===== config.mk =====
export PLATFORM = sky130hd
export DESIGN_NAME = page_framebuffer_draw_engine
export DESIGN_NICKNAME = d
export VERILOG_FILES = /design/src/rtl/pfde_pkg.sv /design/src/rtl/page_framebuffer_draw_engine.sv /design/src/rtl/pfde_ram.sv
export SDC_FILE = /design/constraint.sdc
export NUM_CORES = 2
export LEC_CHECK = 0
export ABC_CLOCK_PERIOD_IN_PS = 57500
export BUFFER_PORTS_ARGS = -buffer_cell sky130_fd_sc_hd__buf_2
export CORE_ASPECT_RATIO = 1.2
export CORE_MARGIN = 2
export CORE_UTILIZATION = 53
export DETAILED_ROUTE_END_ITERATION = 7
export GPL_ROUTABILITY_DRIVEN = 0
export PLACE_DENSITY_LB_ADDON = 0.15
export SKIP_LAST_GASP = 1
export SLEW_MARGIN = 20
export SYNTH_ARGS = -nofsm -noshare
export SYNTH_HDL_FRONTEND = slang
export SYNTH_HIERARCHICAL = 1
export SYNTH_SLANG_ARGS = --single-unit

===== constraint.sdc =====
create_clock -name clock -period 57.5 [get_ports clock]
set_input_delay 11.5 -clock clock [delete_from_list [all_inputs] [get_ports clock]]
set_output_delay 11.5 -clock clock [all_outputs]
set_load 0.02 [all_outputs]

===== src/rtl/pfde_pkg.sv =====
package pfde_pkg;

   // default panel geometry
   localparam int PANEL_WIDTH_DEF = 96;
   localparam int PANEL_PAGES_DEF = 4;

   // width of a byte address before trimming to the store depth
   // (32 pages x 256 columns at most)
   localparam int ADDR_CALC_W = 14;

   typedef enum logic [2:0] {
      FUNC_POINT = 3'd0,
      FUNC_LINE  = 3'd1,
      FUNC_RECT  = 3'd2,
      FUNC_CLEAR = 3'd3,
      FUNC_READ  = 3'd4
   } func_type;

   typedef enum logic [6:0] {
      ST_INIT  = 7'b0000001,
      ST_IDLE  = 7'b0000010,
      ST_DRAW  = 7'b0000100,
      ST_DRAIN = 7'b0001000,
      ST_CLEAR = 7'b0010000,
      ST_READ  = 7'b0100000,
      ST_RESP  = 7'b1000000
   } state_type;

endpackage


===== src/rtl/page_framebuffer_draw_engine.sv =====
// Page-layout monochrome frame store with a small draw engine.
// Pixel (x,y) lives in byte (y/8)*PANEL_WIDTH + x under mask 0x80 >> (y%8).
// Request channel (req_*): one command per request - set/clear a point, draw a
// line, fill an inclusive rectangle, clear every byte to a pattern, read a byte.
// Response channel (rsp_*): exactly one response per request, in order;
// rsp_read_data is the addressed byte for an in-range read, zero otherwise.
// Commands run one at a time. A line walks one pixel per cycle over dist+2
// pixels with dist = max(|dx|,|dy|), a point is a single pixel, and a
// rectangle walks one whole page byte per cycle; an empty one draws nothing.
// The rate is set by the single read-modify-write path through the frame
// memory: one read port, one write port, one byte touched per cycle; a
// byte read in the same cycle as it is written is forwarded.
// Reset: synchronous, active high. Afterwards a clearing pass writes zero to
// all DEPTH bytes with req_ready low.
// The response sits in an output register; while the receiver stalls the
// block still takes and executes the next request, and holds that one's
// response until the output register frees.
module page_framebuffer_draw_engine
   import pfde_pkg::*;
#(
   parameter int PANEL_WIDTH = PANEL_WIDTH_DEF,
   parameter int PANEL_PAGES = PANEL_PAGES_DEF
) (
   input  logic       clock,
   input  logic       reset,
   input  logic       req_valid,
   output logic       req_ready,
   input  logic [2:0] req_func,
   input  logic [7:0] req_x_a,
   input  logic [7:0] req_y_a,
   input  logic [7:0] req_x_b,
   input  logic [7:0] req_y_b,
   input  logic       req_color,
   input  logic [7:0] req_fill_byte,
   input  logic [8:0] req_read_index,
   output logic       rsp_valid,
   input  logic       rsp_ready,
   output logic [7:0] rsp_read_data
);

   localparam int DEPTH  = PANEL_WIDTH * PANEL_PAGES;
   localparam int ADDR_W = $clog2(DEPTH);
   localparam logic [7:0] X_MAX = 8'(PANEL_WIDTH - 1);
   localparam logic [7:0] Y_MAX = 8'(PANEL_PAGES * 8 - 1);
   localparam logic signed [9:0] W_S = 10'(PANEL_WIDTH);
   localparam logic signed [9:0] H_S = 10'(PANEL_PAGES * 8);
   localparam logic [ADDR_W-1:0] LAST_ADDR = ADDR_W'(DEPTH - 1);

   state_type state_ff, state_in;

   // command
   logic       rect_mode_ff, rect_mode_in;
   logic       color_ff, color_in;
   logic [7:0] fill_ff, fill_in;
   logic       rd_ok_ff, rd_ok_in;
   logic [7:0] res_ff, res_in;

   // line walker
   logic signed [9:0] px_ff, px_in, py_ff, py_in;
   logic [8:0] ex_ff, ex_in, ey_ff, ey_in;
   logic [7:0] adx_ff, adx_in, ady_ff, ady_in, dist_ff, dist_in;
   logic       sx_neg_ff, sx_neg_in, sy_neg_ff, sy_neg_in;
   logic [8:0] t_ff, t_in, lim_ff, lim_in;

   // rectangle walker, one page byte per step
   logic [7:0] cx_ff, cx_in, x0_ff, x0_in, x1_ff, x1_in;
   logic [4:0] pg_ff, pg_in, pg_first_ff, pg_first_in, pg_last_ff, pg_last_in;
   logic [2:0] lo0_ff, lo0_in, hi_last_ff, hi_last_in;

   // clearing sweep
   logic [ADDR_W-1:0] sweep_ff, sweep_in;

   // read-modify-write pipe
   logic              s2_valid_ff, s2_valid_in;
   logic [ADDR_W-1:0] s2_addr_ff, s2_addr_in;
   logic [7:0]        s2_mask_ff, s2_mask_in;
   logic              wr_valid_ff, wr_valid_in;
   logic [ADDR_W-1:0] wr_addr_ff, wr_addr_in;
   logic [7:0]        wr_data_ff, wr_data_in;

   // output register
   logic       rsp_valid_ff, rsp_valid_in;
   logic [7:0] rsp_data_ff, rsp_data_in;

   // memory port
   logic              ram_wr_en;
   logic [ADDR_W-1:0] ram_wr_addr, ram_rd_addr;
   logic [7:0]        ram_wr_data, ram_rd_data;

   logic req_fire;
   logic signed [8:0] dx9, dy9;
   logic [7:0] adx_req, ady_req, dist_req, x1c_req, y1c_req;
   logic [ADDR_CALC_W-1:0] ridx_wide;

   logic       pix_ok, pix_last;
   logic [7:0] pix_x, pix_mask;
   logic [4:0] pix_pg;
   logic [2:0] row_lo, row_hi;
   logic [ADDR_CALC_W-1:0] pix_addr_wide;
   logic [8:0] ex_sum, ey_sum;
   logic [7:0] rmw_base, rmw_new;
   logic       out_free;

   pfde_ram #(
      .WIDTH (8),
      .DEPTH (DEPTH)
   ) u_store (
      .clock   (clock),
      .wr_en   (ram_wr_en),
      .wr_addr (ram_wr_addr),
      .wr_data (ram_wr_data),
      .rd_addr (ram_rd_addr),
      .rd_data (ram_rd_data)
   );

   assign req_ready = (state_ff == ST_IDLE);
   assign req_fire  = req_valid && req_ready;
   assign out_free  = !rsp_valid_ff || rsp_ready;

   // request set-up terms
   assign dx9 = 9'({1'b0, req_x_b}) - 9'({1'b0, req_x_a});
   assign dy9 = 9'({1'b0, req_y_b}) - 9'({1'b0, req_y_a});
   assign adx_req  = dx9[8] ? 8'(-dx9) : dx9[7:0];
   assign ady_req  = dy9[8] ? 8'(-dy9) : dy9[7:0];
   assign dist_req = (adx_req > ady_req) ? adx_req : ady_req;
   assign x1c_req  = (req_x_b > X_MAX) ? X_MAX : req_x_b;
   assign y1c_req  = (req_y_b > Y_MAX) ? Y_MAX : req_y_b;
   assign ridx_wide = ADDR_CALC_W'(req_read_index);

   // current pixel / page byte
   assign row_lo = (pg_ff == pg_first_ff) ? lo0_ff : 3'd0;
   assign row_hi = (pg_ff == pg_last_ff) ? hi_last_ff : 3'd7;

   always_comb begin
      if (rect_mode_ff) begin
         pix_ok   = 1'b1;
         pix_x    = cx_ff;
         pix_pg   = pg_ff;
         pix_mask = (8'hFF >> row_lo) & (8'hFF << (3'd7 - row_hi));
         pix_last = (cx_ff == x1_ff) && (pg_ff == pg_last_ff);
      end else begin
         // off-panel points, including a step past zero or 255, are dropped
         pix_ok   = (px_ff >= 10'sd0) && (px_ff < W_S) &&
                    (py_ff >= 10'sd0) && (py_ff < H_S);
         pix_x    = px_ff[7:0];
         pix_pg   = py_ff[7:3];
         pix_mask = 8'h80 >> py_ff[2:0];
         pix_last = (t_ff == lim_ff);
      end
   end

   assign pix_addr_wide = ADDR_CALC_W'(pix_pg) * ADDR_CALC_W'(PANEL_WIDTH) +
                          ADDR_CALC_W'(pix_x);

   // error accumulators, strict greater-than
   assign ex_sum = ex_ff + 9'(adx_ff);
   assign ey_sum = ey_ff + 9'(ady_ff);

   // modify stage, forwarding the byte written in the previous cycle
   assign rmw_base = (wr_valid_ff && (wr_addr_ff == s2_addr_ff)) ? wr_data_ff
                                                                  : ram_rd_data;
   assign rmw_new  = color_ff ? (rmw_base | s2_mask_ff) : (rmw_base & ~s2_mask_ff);

   assign ram_rd_addr = (state_ff == ST_DRAW) ? pix_addr_wide[ADDR_W-1:0]
                                              : ridx_wide[ADDR_W-1:0];

   always_comb begin
      if (s2_valid_ff) begin
         ram_wr_en   = 1'b1;
         ram_wr_addr = s2_addr_ff;
         ram_wr_data = rmw_new;
      end else begin
         ram_wr_en   = (state_ff == ST_INIT) || (state_ff == ST_CLEAR);
         ram_wr_addr = sweep_ff;
         ram_wr_data = (state_ff == ST_INIT) ? 8'h00 : fill_ff;
      end
   end

   always_comb begin
      state_in     = state_ff;
      rect_mode_in = rect_mode_ff;
      color_in     = color_ff;
      fill_in      = fill_ff;
      rd_ok_in     = rd_ok_ff;
      res_in       = res_ff;
      px_in        = px_ff;
      py_in        = py_ff;
      ex_in        = ex_ff;
      ey_in        = ey_ff;
      adx_in       = adx_ff;
      ady_in       = ady_ff;
      dist_in      = dist_ff;
      sx_neg_in    = sx_neg_ff;
      sy_neg_in    = sy_neg_ff;
      t_in         = t_ff;
      lim_in       = lim_ff;
      cx_in        = cx_ff;
      x0_in        = x0_ff;
      x1_in        = x1_ff;
      pg_in        = pg_ff;
      pg_first_in  = pg_first_ff;
      pg_last_in   = pg_last_ff;
      lo0_in       = lo0_ff;
      hi_last_in   = hi_last_ff;
      sweep_in     = sweep_ff;
      s2_valid_in  = 1'b0;
      s2_addr_in   = pix_addr_wide[ADDR_W-1:0];
      s2_mask_in   = pix_mask;
      wr_valid_in  = s2_valid_ff;
      wr_addr_in   = s2_addr_ff;
      wr_data_in   = rmw_new;
      rsp_valid_in = rsp_valid_ff && !rsp_ready;
      rsp_data_in  = rsp_data_ff;

      unique case (state_ff)
         ST_INIT: begin
            sweep_in = sweep_ff + 1'b1;
            if (sweep_ff == LAST_ADDR) begin
               sweep_in = '0;
               state_in = ST_IDLE;
            end
         end
         ST_IDLE: begin
            if (req_fire) begin
               color_in     = req_color;
               fill_in      = req_fill_byte;
               rd_ok_in     = ridx_wide < ADDR_CALC_W'(DEPTH);
               res_in       = 8'h00;
               rect_mode_in = 1'b0;
               // line set-up; a point is a line with no length
               px_in     = 10'({2'b00, req_x_a});
               py_in     = 10'({2'b00, req_y_a});
               ex_in     = '0;
               ey_in     = '0;
               t_in      = '0;
               sx_neg_in = dx9[8];
               sy_neg_in = dy9[8];
               // rectangle set-up, end clipped to the panel
               cx_in       = req_x_a;
               x0_in       = req_x_a;
               x1_in       = x1c_req;
               pg_in       = req_y_a[7:3];
               pg_first_in = req_y_a[7:3];
               pg_last_in  = y1c_req[7:3];
               lo0_in      = req_y_a[2:0];
               hi_last_in  = y1c_req[2:0];
               unique case (req_func)
                  FUNC_POINT: begin
                     adx_in   = '0;
                     ady_in   = '0;
                     dist_in  = '0;
                     lim_in   = '0;
                     state_in = ST_DRAW;
                  end
                  FUNC_LINE: begin
                     adx_in   = adx_req;
                     ady_in   = ady_req;
                     dist_in  = dist_req;
                     lim_in   = 9'({1'b0, dist_req}) + 9'd1;
                     state_in = ST_DRAW;
                  end
                  FUNC_RECT: begin
                     rect_mode_in = 1'b1;
                     if ((req_x_a > x1c_req) || (req_y_a > y1c_req)) begin
                        state_in = ST_RESP;
                     end else begin
                        state_in = ST_DRAW;
                     end
                  end
                  FUNC_CLEAR: begin
                     sweep_in = '0;
                     state_in = ST_CLEAR;
                  end
                  FUNC_READ: begin
                     state_in = ST_READ;
                  end
                  default: begin
                     state_in = ST_RESP;
                  end
               endcase
            end
         end
         ST_DRAW: begin
            s2_valid_in = pix_ok;
            if (rect_mode_ff) begin
               if (cx_ff == x1_ff) begin
                  cx_in = x0_ff;
                  pg_in = pg_ff + 1'b1;
               end else begin
                  cx_in = cx_ff + 1'b1;
               end
            end else begin
               t_in  = t_ff + 1'b1;
               ex_in = ex_sum;
               ey_in = ey_sum;
               if (ex_sum > 9'(dist_ff)) begin
                  ex_in = ex_sum - 9'(dist_ff);
                  px_in = sx_neg_ff ? px_ff - 10'sd1 : px_ff + 10'sd1;
               end
               if (ey_sum > 9'(dist_ff)) begin
                  ey_in = ey_sum - 9'(dist_ff);
                  py_in = sy_neg_ff ? py_ff - 10'sd1 : py_ff + 10'sd1;
               end
            end
            if (pix_last) begin
               state_in = ST_DRAIN;
            end
         end
         ST_DRAIN: begin
            // last modify/write lands this cycle
            state_in = ST_RESP;
         end
         ST_CLEAR: begin
            sweep_in = sweep_ff + 1'b1;
            if (sweep_ff == LAST_ADDR) begin
               sweep_in = '0;
               state_in = ST_RESP;
            end
         end
         ST_READ: begin
            res_in   = rd_ok_ff ? ram_rd_data : 8'h00;
            state_in = ST_RESP;
         end
         ST_RESP: begin
            if (out_free) begin
               rsp_valid_in = 1'b1;
               rsp_data_in  = res_ff;
               state_in     = ST_IDLE;
            end
         end
         default: begin
            state_in = ST_IDLE;
         end
      endcase
   end

   always_ff @(posedge clock) begin
      if (reset) begin
         state_ff     <= ST_INIT;
         sweep_ff     <= '0;
         s2_valid_ff  <= 1'b0;
         wr_valid_ff  <= 1'b0;
         rsp_valid_ff <= 1'b0;
      end else begin
         state_ff     <= state_in;
         sweep_ff     <= sweep_in;
         s2_valid_ff  <= s2_valid_in;
         wr_valid_ff  <= wr_valid_in;
         rsp_valid_ff <= rsp_valid_in;
      end
   end

   always_ff @(posedge clock) begin
      rect_mode_ff <= rect_mode_in;
      color_ff     <= color_in;
      fill_ff      <= fill_in;
      rd_ok_ff     <= rd_ok_in;
      res_ff       <= res_in;
      px_ff        <= px_in;
      py_ff        <= py_in;
      ex_ff        <= ex_in;
      ey_ff        <= ey_in;
      adx_ff       <= adx_in;
      ady_ff       <= ady_in;
      dist_ff      <= dist_in;
      sx_neg_ff    <= sx_neg_in;
      sy_neg_ff    <= sy_neg_in;
      t_ff         <= t_in;
      lim_ff       <= lim_in;
      cx_ff        <= cx_in;
      x0_ff        <= x0_in;
      x1_ff        <= x1_in;
      pg_ff        <= pg_in;
      pg_first_ff  <= pg_first_in;
      pg_last_ff   <= pg_last_in;
      lo0_ff       <= lo0_in;
      hi_last_ff   <= hi_last_in;
      s2_addr_ff   <= s2_addr_in;
      s2_mask_ff   <= s2_mask_in;
      wr_addr_ff   <= wr_addr_in;
      wr_data_ff   <= wr_data_in;
      rsp_data_ff  <= rsp_data_in;
   end

   assign rsp_valid     = rsp_valid_ff;
   assign rsp_read_data = rsp_data_ff;

endmodule


===== src/rtl/pfde_ram.sv =====
module pfde_ram #(
   parameter int WIDTH = 8,
   parameter int DEPTH = 384
) (
   input  logic                     clock,
   input  logic                     wr_en,
   input  logic [$clog2(DEPTH)-1:0] wr_addr,
   input  logic [WIDTH-1:0]         wr_data,
   input  logic [$clog2(DEPTH)-1:0] rd_addr,
   output logic [WIDTH-1:0]         rd_data
);

   logic [WIDTH-1:0] mem_ff [DEPTH];
   logic [WIDTH-1:0] rd_data_ff;

   // read returns the old contents on a same-address write
   always_ff @(posedge clock) begin
      if (wr_en) begin
         mem_ff[wr_addr] <= wr_data;
      end
      rd_data_ff <= mem_ff[rd_addr];
   end

   assign rd_data = rd_data_ff;

endmodule


### Word level (Yosys, flattened, before mapping)

Memories as Yosys holds them, arrays and structs flattened. A register that Yosys moved wholly into a read port is not among the register bits.
Index checks and enable logic that the tools add are counted.

| cells by class | value |
|---|---|
| multipliers | 1 |
| eq/ne operators | 28 |
| shift-type cells | 3 |
| reductions and logical operators | 32 |
| muxes and demuxes | 70 |
| $add $sub $neg | 19 |
| $lt $le $gt $ge | 12 |
| bitwise gates (word level) | 5 |

Operators by type and width:

| operator | count |
|---|---|
| two-way mux 8 bit | 16 |
| two-way mux 9 bit | 11 |
| one-hot mux 9 bit (2 select lines) | 5 |
| two-way mux 10 bit | 8 |
| one-hot mux 8 bit (2 select lines) | 5 |
| two-way mux 7 bit | 6 |
| one-hot mux 7 bit (6 select lines) | 1 |
| one-hot mux 10 bit (2 select lines) | 2 |
| one-hot mux 7 bit (4 select lines) | 1 |
| adder 9 x 8 -> 9 bit | 3 |
| greater-than comparator 8 bit | 3 |
| adder 10 x 2 -> 10 bit (second input constant) | 2 |
| >= comparator 10 x 1 -> 1 bit (second input constant) | 2 |
| two-way mux 5 bit | 4 |
| subtractor 10 x 2 -> 10 bit (second input constant) | 2 |
| adder 9 x 1 -> 9 bit (second input constant) | 2 |
| == test 9 bit | 2 |
| greater-than comparator 9 x 8 -> 1 bit | 2 |
| subtractor 8 x 8 -> 9 bit | 2 |
| subtractor 9 x 8 -> 9 bit | 2 |
| bitwise AND 8 bit | 2 |
| negation 8 bit | 2 |
| >> shifter 8 x 3 -> 8 bit (first input constant) | 2 |
| inequality test 2 x 1 -> 1 bit (second input constant) | 7 |
| 41 further kinds | 76 |

| word-level totals | value |
|---|---|
| bits in writable memories | 3,072 |
| bits in registers | 207 |
| word-level logic and storage cells | 205 |
| memories kept | 1 |
| output and inout bits | 10 |

Memories:

| memory | words | bits a word | read ports | clocked after memory_dff | wr ports | line | source |
|---|---|---|---|---|---|---|---|
| u_store.mem_ff | 384 | 8 | 1 | 1 | 1 | pfde_ram.sv:13 | `logic [WIDTH-1:0] mem_ff [DEPTH];` |

### Depth between registers and ports, before layout

| depth | value |
|---|---|
| depth after elaboration | 8 |
| gate-level depth with buffers | 27 |
| mapped depth without buffers | 25 |

### Hierarchy

Netlist, hierarchy kept.

Modules (own cells, without submodules):

| module | instances | sequential area each (um^2) | area an instance (um^2) | cells each |
|---|---|---|---|---|
| pfde_ram | 1 | 92,408.6 | 119,424.5 | 5,415 |
| page_framebuffer_draw_engine | 1 | 5,685.5 | 12,914.9 | 1,277 |

### Worst setup path before layout

No wires, ideal clock.

| timing path | value |
|---|---|
| path type | flip-flop to flip-flop |
| start | reg state_ff[4] |
| end | mem u_store.mem_ff[0][0], data pin |
| arrival time | 15.626 ns |
| period minus slack after synthesis | 18.803 ns |
| slack | 38.697 ns |
| stages on the path, launching flop included | 5 |
| path buffers | 0 |
| setup time | 3.177 ns |
| cells stage by stage | dfxtp_1 nor3_1 nand3_1 nand2_1 o21ai_0 |

| on the way | value |
|---|---|
| longest elaborated chain between the ends | 3 |

RTL lines:

| element | line | source |
|---|---|---|
| start, declared | page_framebuffer_draw_engine.sv:49 | `state_type state_ff, state_in;` |
| start signal, assigned | page_framebuffer_draw_engine.sv:345 | `state_ff <= state_in;` |
| == test 7 x 1 -> 1 bit | page_framebuffer_draw_engine.sv:175 | `ram_wr_data = (state_ff == ST_INIT) ? 8'h00 : fill_ff;` |
| two-way mux 8 bit | page_framebuffer_draw_engine.sv:175 |  |
| two-way mux 8 bit | page_framebuffer_draw_engine.sv:168 | `if (s2_valid_ff) begin` |
| net ram_wr_data[0] | page_framebuffer_draw_engine.sv:88 | `logic [7:0] ram_wr_data, ram_rd_data;` |
| end, declared | pfde_ram.sv:13 |  |

The timed path passes the listed nets, and every way through them passes these cells.

### Final worst setup path

| timing path | value |
|---|---|
| start | in req_read_index[1] |
| end | reg u_store.rd_data_ff[7], in the netlist u_store/rd_data[7], read port of u_store.mem_ff |

| on the way | value |
|---|---|
| longest elaborated chain between the ends | 1 |

RTL lines:

| element | line | source |
|---|---|---|
| start, declared | page_framebuffer_draw_engine.sv:35 | `input logic [8:0] req_read_index,` |
| two-way mux 9 bit | page_framebuffer_draw_engine.sv:164 | `assign ram_rd_addr = (state_ff == ST_DRAW) ? pix_addr_wide[ADDR_W-1:0]` |
| net ram_rd_addr[1] | page_framebuffer_draw_engine.sv:87 | `logic [ADDR_W-1:0] ram_wr_addr, ram_rd_addr;` |
| end, declared | pfde_ram.sv:14 | `logic [WIDTH-1:0] rd_data_ff;` |

The timed path passes the listed nets, and every way through them passes these cells.
A chain may end at the register's enable or synchronous reset.

==> impl_metrics.prom <==
# TYPE chip_impl_metric gauge
chip_impl_info{name="status",value="finished, final reports clean"} 1
chip_impl_metric{name="ff_latch_area",unit="um^2"} 98100
chip_impl_metric{name="setup_violations",unit=""} 0
chip_impl_metric{name="port_buffers",unit=""} 66
chip_impl_metric{name="post_cts_hold_buffer_count",unit=""} 0
chip_impl_metric{name="netSwitchingPower",unit="uW"} 1170
chip_impl_metric{name="floorplan.die_area",unit="um^2"} 254000
chip_impl_metric{name="final-max-slew-violation-count",unit=""} 0
chip_impl_metric{name="clock_skew",unit="ns"} 0.0713
chip_impl_info{name="timing.rr.end",value="u_store/rd_data[7]"} 1
chip_impl_metric{name="nets",unit=""} 7030
chip_impl_metric{name="achievable-frequency",unit="GHz"} 0.0598
chip_impl_info{name="crit_path_frequent_cell",value="sky130_fd_sc_hd__buf_4"} 1
chip_impl_info{name="worst_setup_path_start_kind",value="input port"} 1
chip_impl_metric{name="cap_violations",unit=""} 0
chip_impl_info{name="synth.top_cells.by_area",value="sky130_fd_sc_hd__edfxtp_1 73%, sky130_fd_sc_hd__mux4_2 14%, sky130_fd_sc_hd__nor2_1 1.5%"} 1
chip_impl_metric{name="finalHoldViolations",unit=""} 0
chip_impl_info{name="post_synth_most_frequent_cells",value="3226 x sky130_fd_sc_hd__edfxtp_1, 805 x sky130_fd_sc_hd__mux4_2, 522 x sky130_fd_sc_hd__nor2_1"} 1
chip_impl_metric{name="cts.reportedPaths.clkPinSlew",unit="ns"} 0.06
chip_impl_info{name="end_point_of_the_critical_path",value="u_store/rd_data[7]"} 1
chip_impl_metric{name="ir_drop",unit="uV"} 24.0
chip_impl_metric{name="slew_headroom",unit="%"} 22.1
chip_impl_info{name="synth_top_family_by_area",value="multiplexers"} 1
chip_impl_metric{name="regToRegSetupSlack",unit="ns"} 49.92
chip_impl_info{name="setup.worst_path.class",value="in -> reg"} 1
chip_impl_info{name="cp-end-kind",value="flop"} 1
chip_impl_metric{name="synthesis.area_per_instance",unit="um^2"} 19.8
chip_impl_metric{name="worstPathMaxFanout",unit=""} 65
chip_impl_metric{name="drt_drc",unit=""} 0
chip_impl_metric{name="synth-warning-count",unit=""} 6
chip_impl_metric{name="post-dp-hpwl",unit="um"} 205000
chip_impl_metric{name="reg2regPathDepth",unit=""} 14
chip_impl_metric{name="synth-xor-area-share",unit="%"} 0.854
chip_impl_metric{name="post-route-worst-setup-slack",unit="ns"} 40.77
chip_impl_metric{name="max_slew.worst_pin.slew",unit="ns"} 1.17
chip_impl_info{name="worstPathCellList",value="buf_2 > mux2_8 > buf_4 > buf_4 > buf_4 > buf_4 > mux4_2 > mux4_2 > mux4_2 > nand2_1 > o21ai_0 > o22a_1"} 1
chip_impl_metric{name="cts_resized",unit=""} 0
chip_impl_metric{name="grt_start_max_net_pins",unit=""} 229
chip_impl_metric{name="dr.pass1.iters",unit=""} 6
chip_impl_metric{name="drt_wl_total",unit="um"} 342000
chip_impl_metric{name="p_comb_share",unit="%"} 7.5
chip_impl_metric{name="power.switching_fraction",unit="%"} 22.4
chip_impl_info{name="synth.most_common_cell",value="sky130_fd_sc_hd__edfxtp_1"} 1
chip_impl_info{name="clockRootBuffer",value="sky130_fd_sc_hd__clkbuf_16"} 1
chip_impl_metric{name="cellPowerDensity",unit="nW/um^2"} 35.4
chip_impl_metric{name="grt_use_total",unit="%"} 27.1
chip_impl_metric{name="timing.setup.tns",unit="ns"} 0
chip_impl_metric{name="cts-buffers-inserted",unit=""} 324
chip_impl_metric{name="placeable_area",unit="um^2"} 248000
chip_impl_metric{name="die_height",unit="um"} 551
chip_impl_metric{name="pwr-share-seq",unit="%"} 52.0
chip_impl_metric{name="drt-wirelength-per-cell",unit="um"} 32.7
chip_impl_metric{name="synth_sequential_area_ratio",unit="%"} 74.1
chip_impl_metric{name="count_of_h_tree_levels_built_during_cts",unit=""} 5
chip_impl_metric{name="power_report.internal_total",unit="uW"} 4030
chip_impl_metric{name="detailedRoute.firstIterationViolations",unit=""} 8310
chip_impl_metric{name="grt_first_pass_wirelength",unit="um"} 492000
chip_impl_metric{name="initial_utilization",unit="%"} 53.4
chip_impl_metric{name="ioPinCount",unit=""} 67
chip_impl_info{name="yosys_most_used_dff",value="sky130_fd_sc_hd__edfxtp_1"} 1
chip_impl_metric{name="global_route.overflow_total",unit=""} 0
chip_impl_metric{name="number_of_flops_mapped_to_enable_cells_by_yosys",unit=""} 3226
chip_impl_info{name="kind_of_path_behind_the_tightest_hold_check",value="reg -> reg"} 1
chip_impl_metric{name="worstPathArrival",unit="ns"} 17.49
chip_impl_metric{name="critical-path-max-stage-delay",unit="ns"} 0.93
chip_impl_info{name="tritoncts",value="done"} 1
chip_impl_metric{name="syn2layout_area_growth",unit="%"} 11.0
chip_impl_metric{name="antenna_found_initial",unit=""} 14
chip_impl_metric{name="clock_tree.buffer_depth",unit=""} 4
chip_impl_metric{name="yosysTopAreaCellShare",unit="%"} 73.2
chip_impl_metric{name="grt_pass1_vias",unit=""} 67600
chip_impl_info{name="cp-startpoint",value="req_read_index[1]"} 1
chip_impl_metric{name="finalCritPeriodShare",unit="%"} 29.1
chip_impl_metric{name="final_layout_size_suffix_gt1_share",unit="%"} 22.2
chip_impl_metric{name="route.detailed.vias_per_inst",unit=""} 6.45
chip_impl_metric{name="synth_fa_ha_area_share",unit="%"} 1.08
chip_impl_metric{name="synth_cell_type_count",unit=""} 97
chip_impl_info{name="rsz0062_at_grt",value="no"} 1
chip_impl_metric{name="numClockSinks",unit=""} 3287
chip_impl_metric{name="worst_hold_path.num_cells",unit=""} 0
chip_impl_metric{name="cts.repair_timing.setup_buffer_count",unit=""} 0
chip_impl_metric{name="synth-seq-cells",unit=""} 3287
chip_impl_metric{name="period_minus_slack",unit="ns"} 16.73
chip_impl_metric{name="vias",unit=""} 67400
chip_impl_metric{name="dieWidth",unit="um"} 460
chip_impl_info{name="r2r_start",value="state_ff[3]"} 1
chip_impl_info{name="netlist.top_cell.by_area",value="sky130_fd_sc_hd__edfxtp_1"} 1
chip_impl_metric{name="multi_input_area",unit="um^2"} 32400
chip_impl_metric{name="fill_cells",unit=""} 17900
chip_impl_metric{name="compound_gate_portion_of_the_synthesized_area",unit="%"} 3.11
chip_impl_metric{name="power.share.clock",unit="%"} 40.4
chip_impl_info{name="critical_path.slowest_cell",value="sky130_fd_sc_hd__buf_4"} 1
chip_impl_metric{name="floorplan.rows",unit=""} 200
chip_impl_metric{name="yosys.area_share.simple",unit="%"} 3.64
chip_impl_metric{name="clock_insertion_delay_worst_skew",unit="ns"} 0.89
chip_impl_metric{name="dp_worst_setup_slack",unit="ns"} 39.83
chip_impl_metric{name="detail-route-antenna-nets",unit=""} 0
chip_impl_metric{name="post_synth_mux_area_share",unit="%"} 15.5
chip_impl_metric{name="critical_path_required",unit="ns"} 58.26
chip_impl_metric{name="synth_cells",unit=""} 6692
chip_impl_metric{name="post_synth_instance_area",unit="um^2"} 132000
chip_impl_metric{name="p_leak",unit="uW"} 0.0472
chip_impl_metric{name="async_reset_ff_share",unit="%"} 0
-- power groups by stage --
stage	clock, uW	sequential [uW]	combinational, uW
after CTS	2140	2710	389
after detailed placement	0	2760	388
after floorplan	0	2850	231
after global placement	0	2760	379
after global routing	2230	2700	414
final	2100	2710	392
-- through the flow --
step                utilization, %  instances  total power (uW)  instance area, um^2  hold WS [ns]
CTS                           59.2      10400              5230               147000         0.349
finish                        59.3      10400              5200               147000         0.347
floorplan                        -       6698              3080               132000         0.360
global route                  59.2      10400              5340               147000         0.365
global placement              55.0       9869              3140               136000         0.379
detailed placement            55.0       9869              3140               136000         0.373
-- registers in the layout (all words and copies together) (netlist names), 7 cells and up --
register / count
py_ff: 10
lim_ff: 9
t_ff: 9
ady_ff: 8
rsp_read_data: 8
cx_ff: 8
res_ff: 8
fill_ff: 8
px_ff: 10
ey_ff: 9
u_store/mem_ff: 3072
x0_ff: 8
dist_ff: 8
x1_ff: 8
wr_data_ff: 8
sweep_ff: 9
ex_ff: 9
state_ff: 7
adx_ff: 8
s2_mask_ff: 8
u_store/rd_data: 8
s2_addr_ff: 9
wr_addr_ff: 9
-- how the worst min path moves through the flow --
stage | startpoint | to | slack (ns)
after global routing | s2_addr_ff[7] | wr_addr_ff[7] | 0.37
after global placement | s2_addr_ff[7] | wr_addr_ff[7] | 0.38
after CTS | s2_addr_ff[7] | wr_addr_ff[7] | 0.35
final | s2_addr_ff[7] | wr_addr_ff[7] | 0.35
after floorplan | s2_addr_ff[0] | wr_addr_ff[0] | 0.36
after detailed placement | s2_addr_ff[7] | wr_addr_ff[7] | 0.37
-- logic make-up (layout without fill, tap and decap cells) --
family                   count (synthesis)  in the layout
multiplexers                          1038           1038
buffers and inverters                  449            860
AND/OR/NAND/NOR                       1077           1077
adder cells (fa/ha/maj)                108            108
other                                    2             13
AO/OA/AOI/OAI                          607            607
XOR/XNOR                               124            124
flip-flops                            3287           3287
-- metal layers --
layer	track usage (%)	vias to the layer above	share of wire [%]
li1	-	27700	-
met1	36.8	35900	38
met4	9.43	6	3.6
met3	4.08	599	8.1
met2	45.2	3166	50
met5	0	-	0.014
-- final cells by class --
class | instances | area share [%]
Antenna cell | 5 | 0.00851
Clock inverter | 161 | 1.13
Multi-Input combinational cell | 2962 | 22.0
Clock buffer | 409 | 5.94
Timing Repair Buffer | 195 | 1.04
Sequential cell | 3287 | 66.8
Inverter | 95 | 0.249
Tap cell | 3333 | 2.84
-- cell usage in the layout (no fill, tap or decap), types with 14 or more instances in the layout --
cell                        synthesis  routed
sky130_fd_sc_hd__edfxtp_1        3226    3226
sky130_fd_sc_hd__mux4_2           805     805
sky130_fd_sc_hd__nor2_1           522     516
sky130_fd_sc_hd__clkbuf_16          0     337
sky130_fd_sc_hd__nand2_1          224     211
sky130_fd_sc_hd__mux2i_1          170     170
sky130_fd_sc_hd__a21oi_1          125     124
sky130_fd_sc_hd__o21ai_0          126     118
sky130_fd_sc_hd__buf_4             40     111
sky130_fd_sc_hd__ha_1              98      98
sky130_fd_sc_hd__inv_1             92      91
sky130_fd_sc_hd__clkbuf_1         171      69
sky130_fd_sc_hd__xnor2_1           67      67
sky130_fd_sc_hd__buf_2             82      66
sky130_fd_sc_hd__clkinv_1           1      61
sky130_fd_sc_hd__dfxtp_1           61      61
sky130_fd_sc_hd__mux2_2            63      58
sky130_fd_sc_hd__nand3_1           61      57
sky130_fd_sc_hd__xor2_1            52      52
sky130_fd_sc_hd__clkinv_2           0      52
sky130_fd_sc_hd__a22oi_1           46      46
sky130_fd_sc_hd__nor3_1            45      45
sky130_fd_sc_hd__o22ai_1           42      42
sky130_fd_sc_hd__nor2b_1           47      41
sky130_fd_sc_hd__a211oi_1          36      36
sky130_fd_sc_hd__nand2b_1          33      33
sky130_fd_sc_hd__bufinv_16          0      33
sky130_fd_sc_hd__and2_1            30      31
sky130_fd_sc_hd__nand4_1           24      24
sky130_fd_sc_hd__o221ai_1          23      23
sky130_fd_sc_hd__o21bai_1          21      21
sky130_fd_sc_hd__and3_1            19      19
sky130_fd_sc_hd__a221oi_1          18      18
sky130_fd_sc_hd__a31oi_1           19      18
sky130_fd_sc_hd__a22o_1            15      15
sky130_fd_sc_hd__a21o_1            14      14
sky130_fd_sc_hd__nand2_2            1      14
-- critical path, delay by kind of cell --
kind,cells,cell delay [ns]
AND/OR/NAND/NOR,1,0.08
AO/OA/AOI/OAI,2,0.71
buffers and inverters,5,3.21
multiplexers,4,1.87
Note: power is estimated with default switching activity, not from simulation.
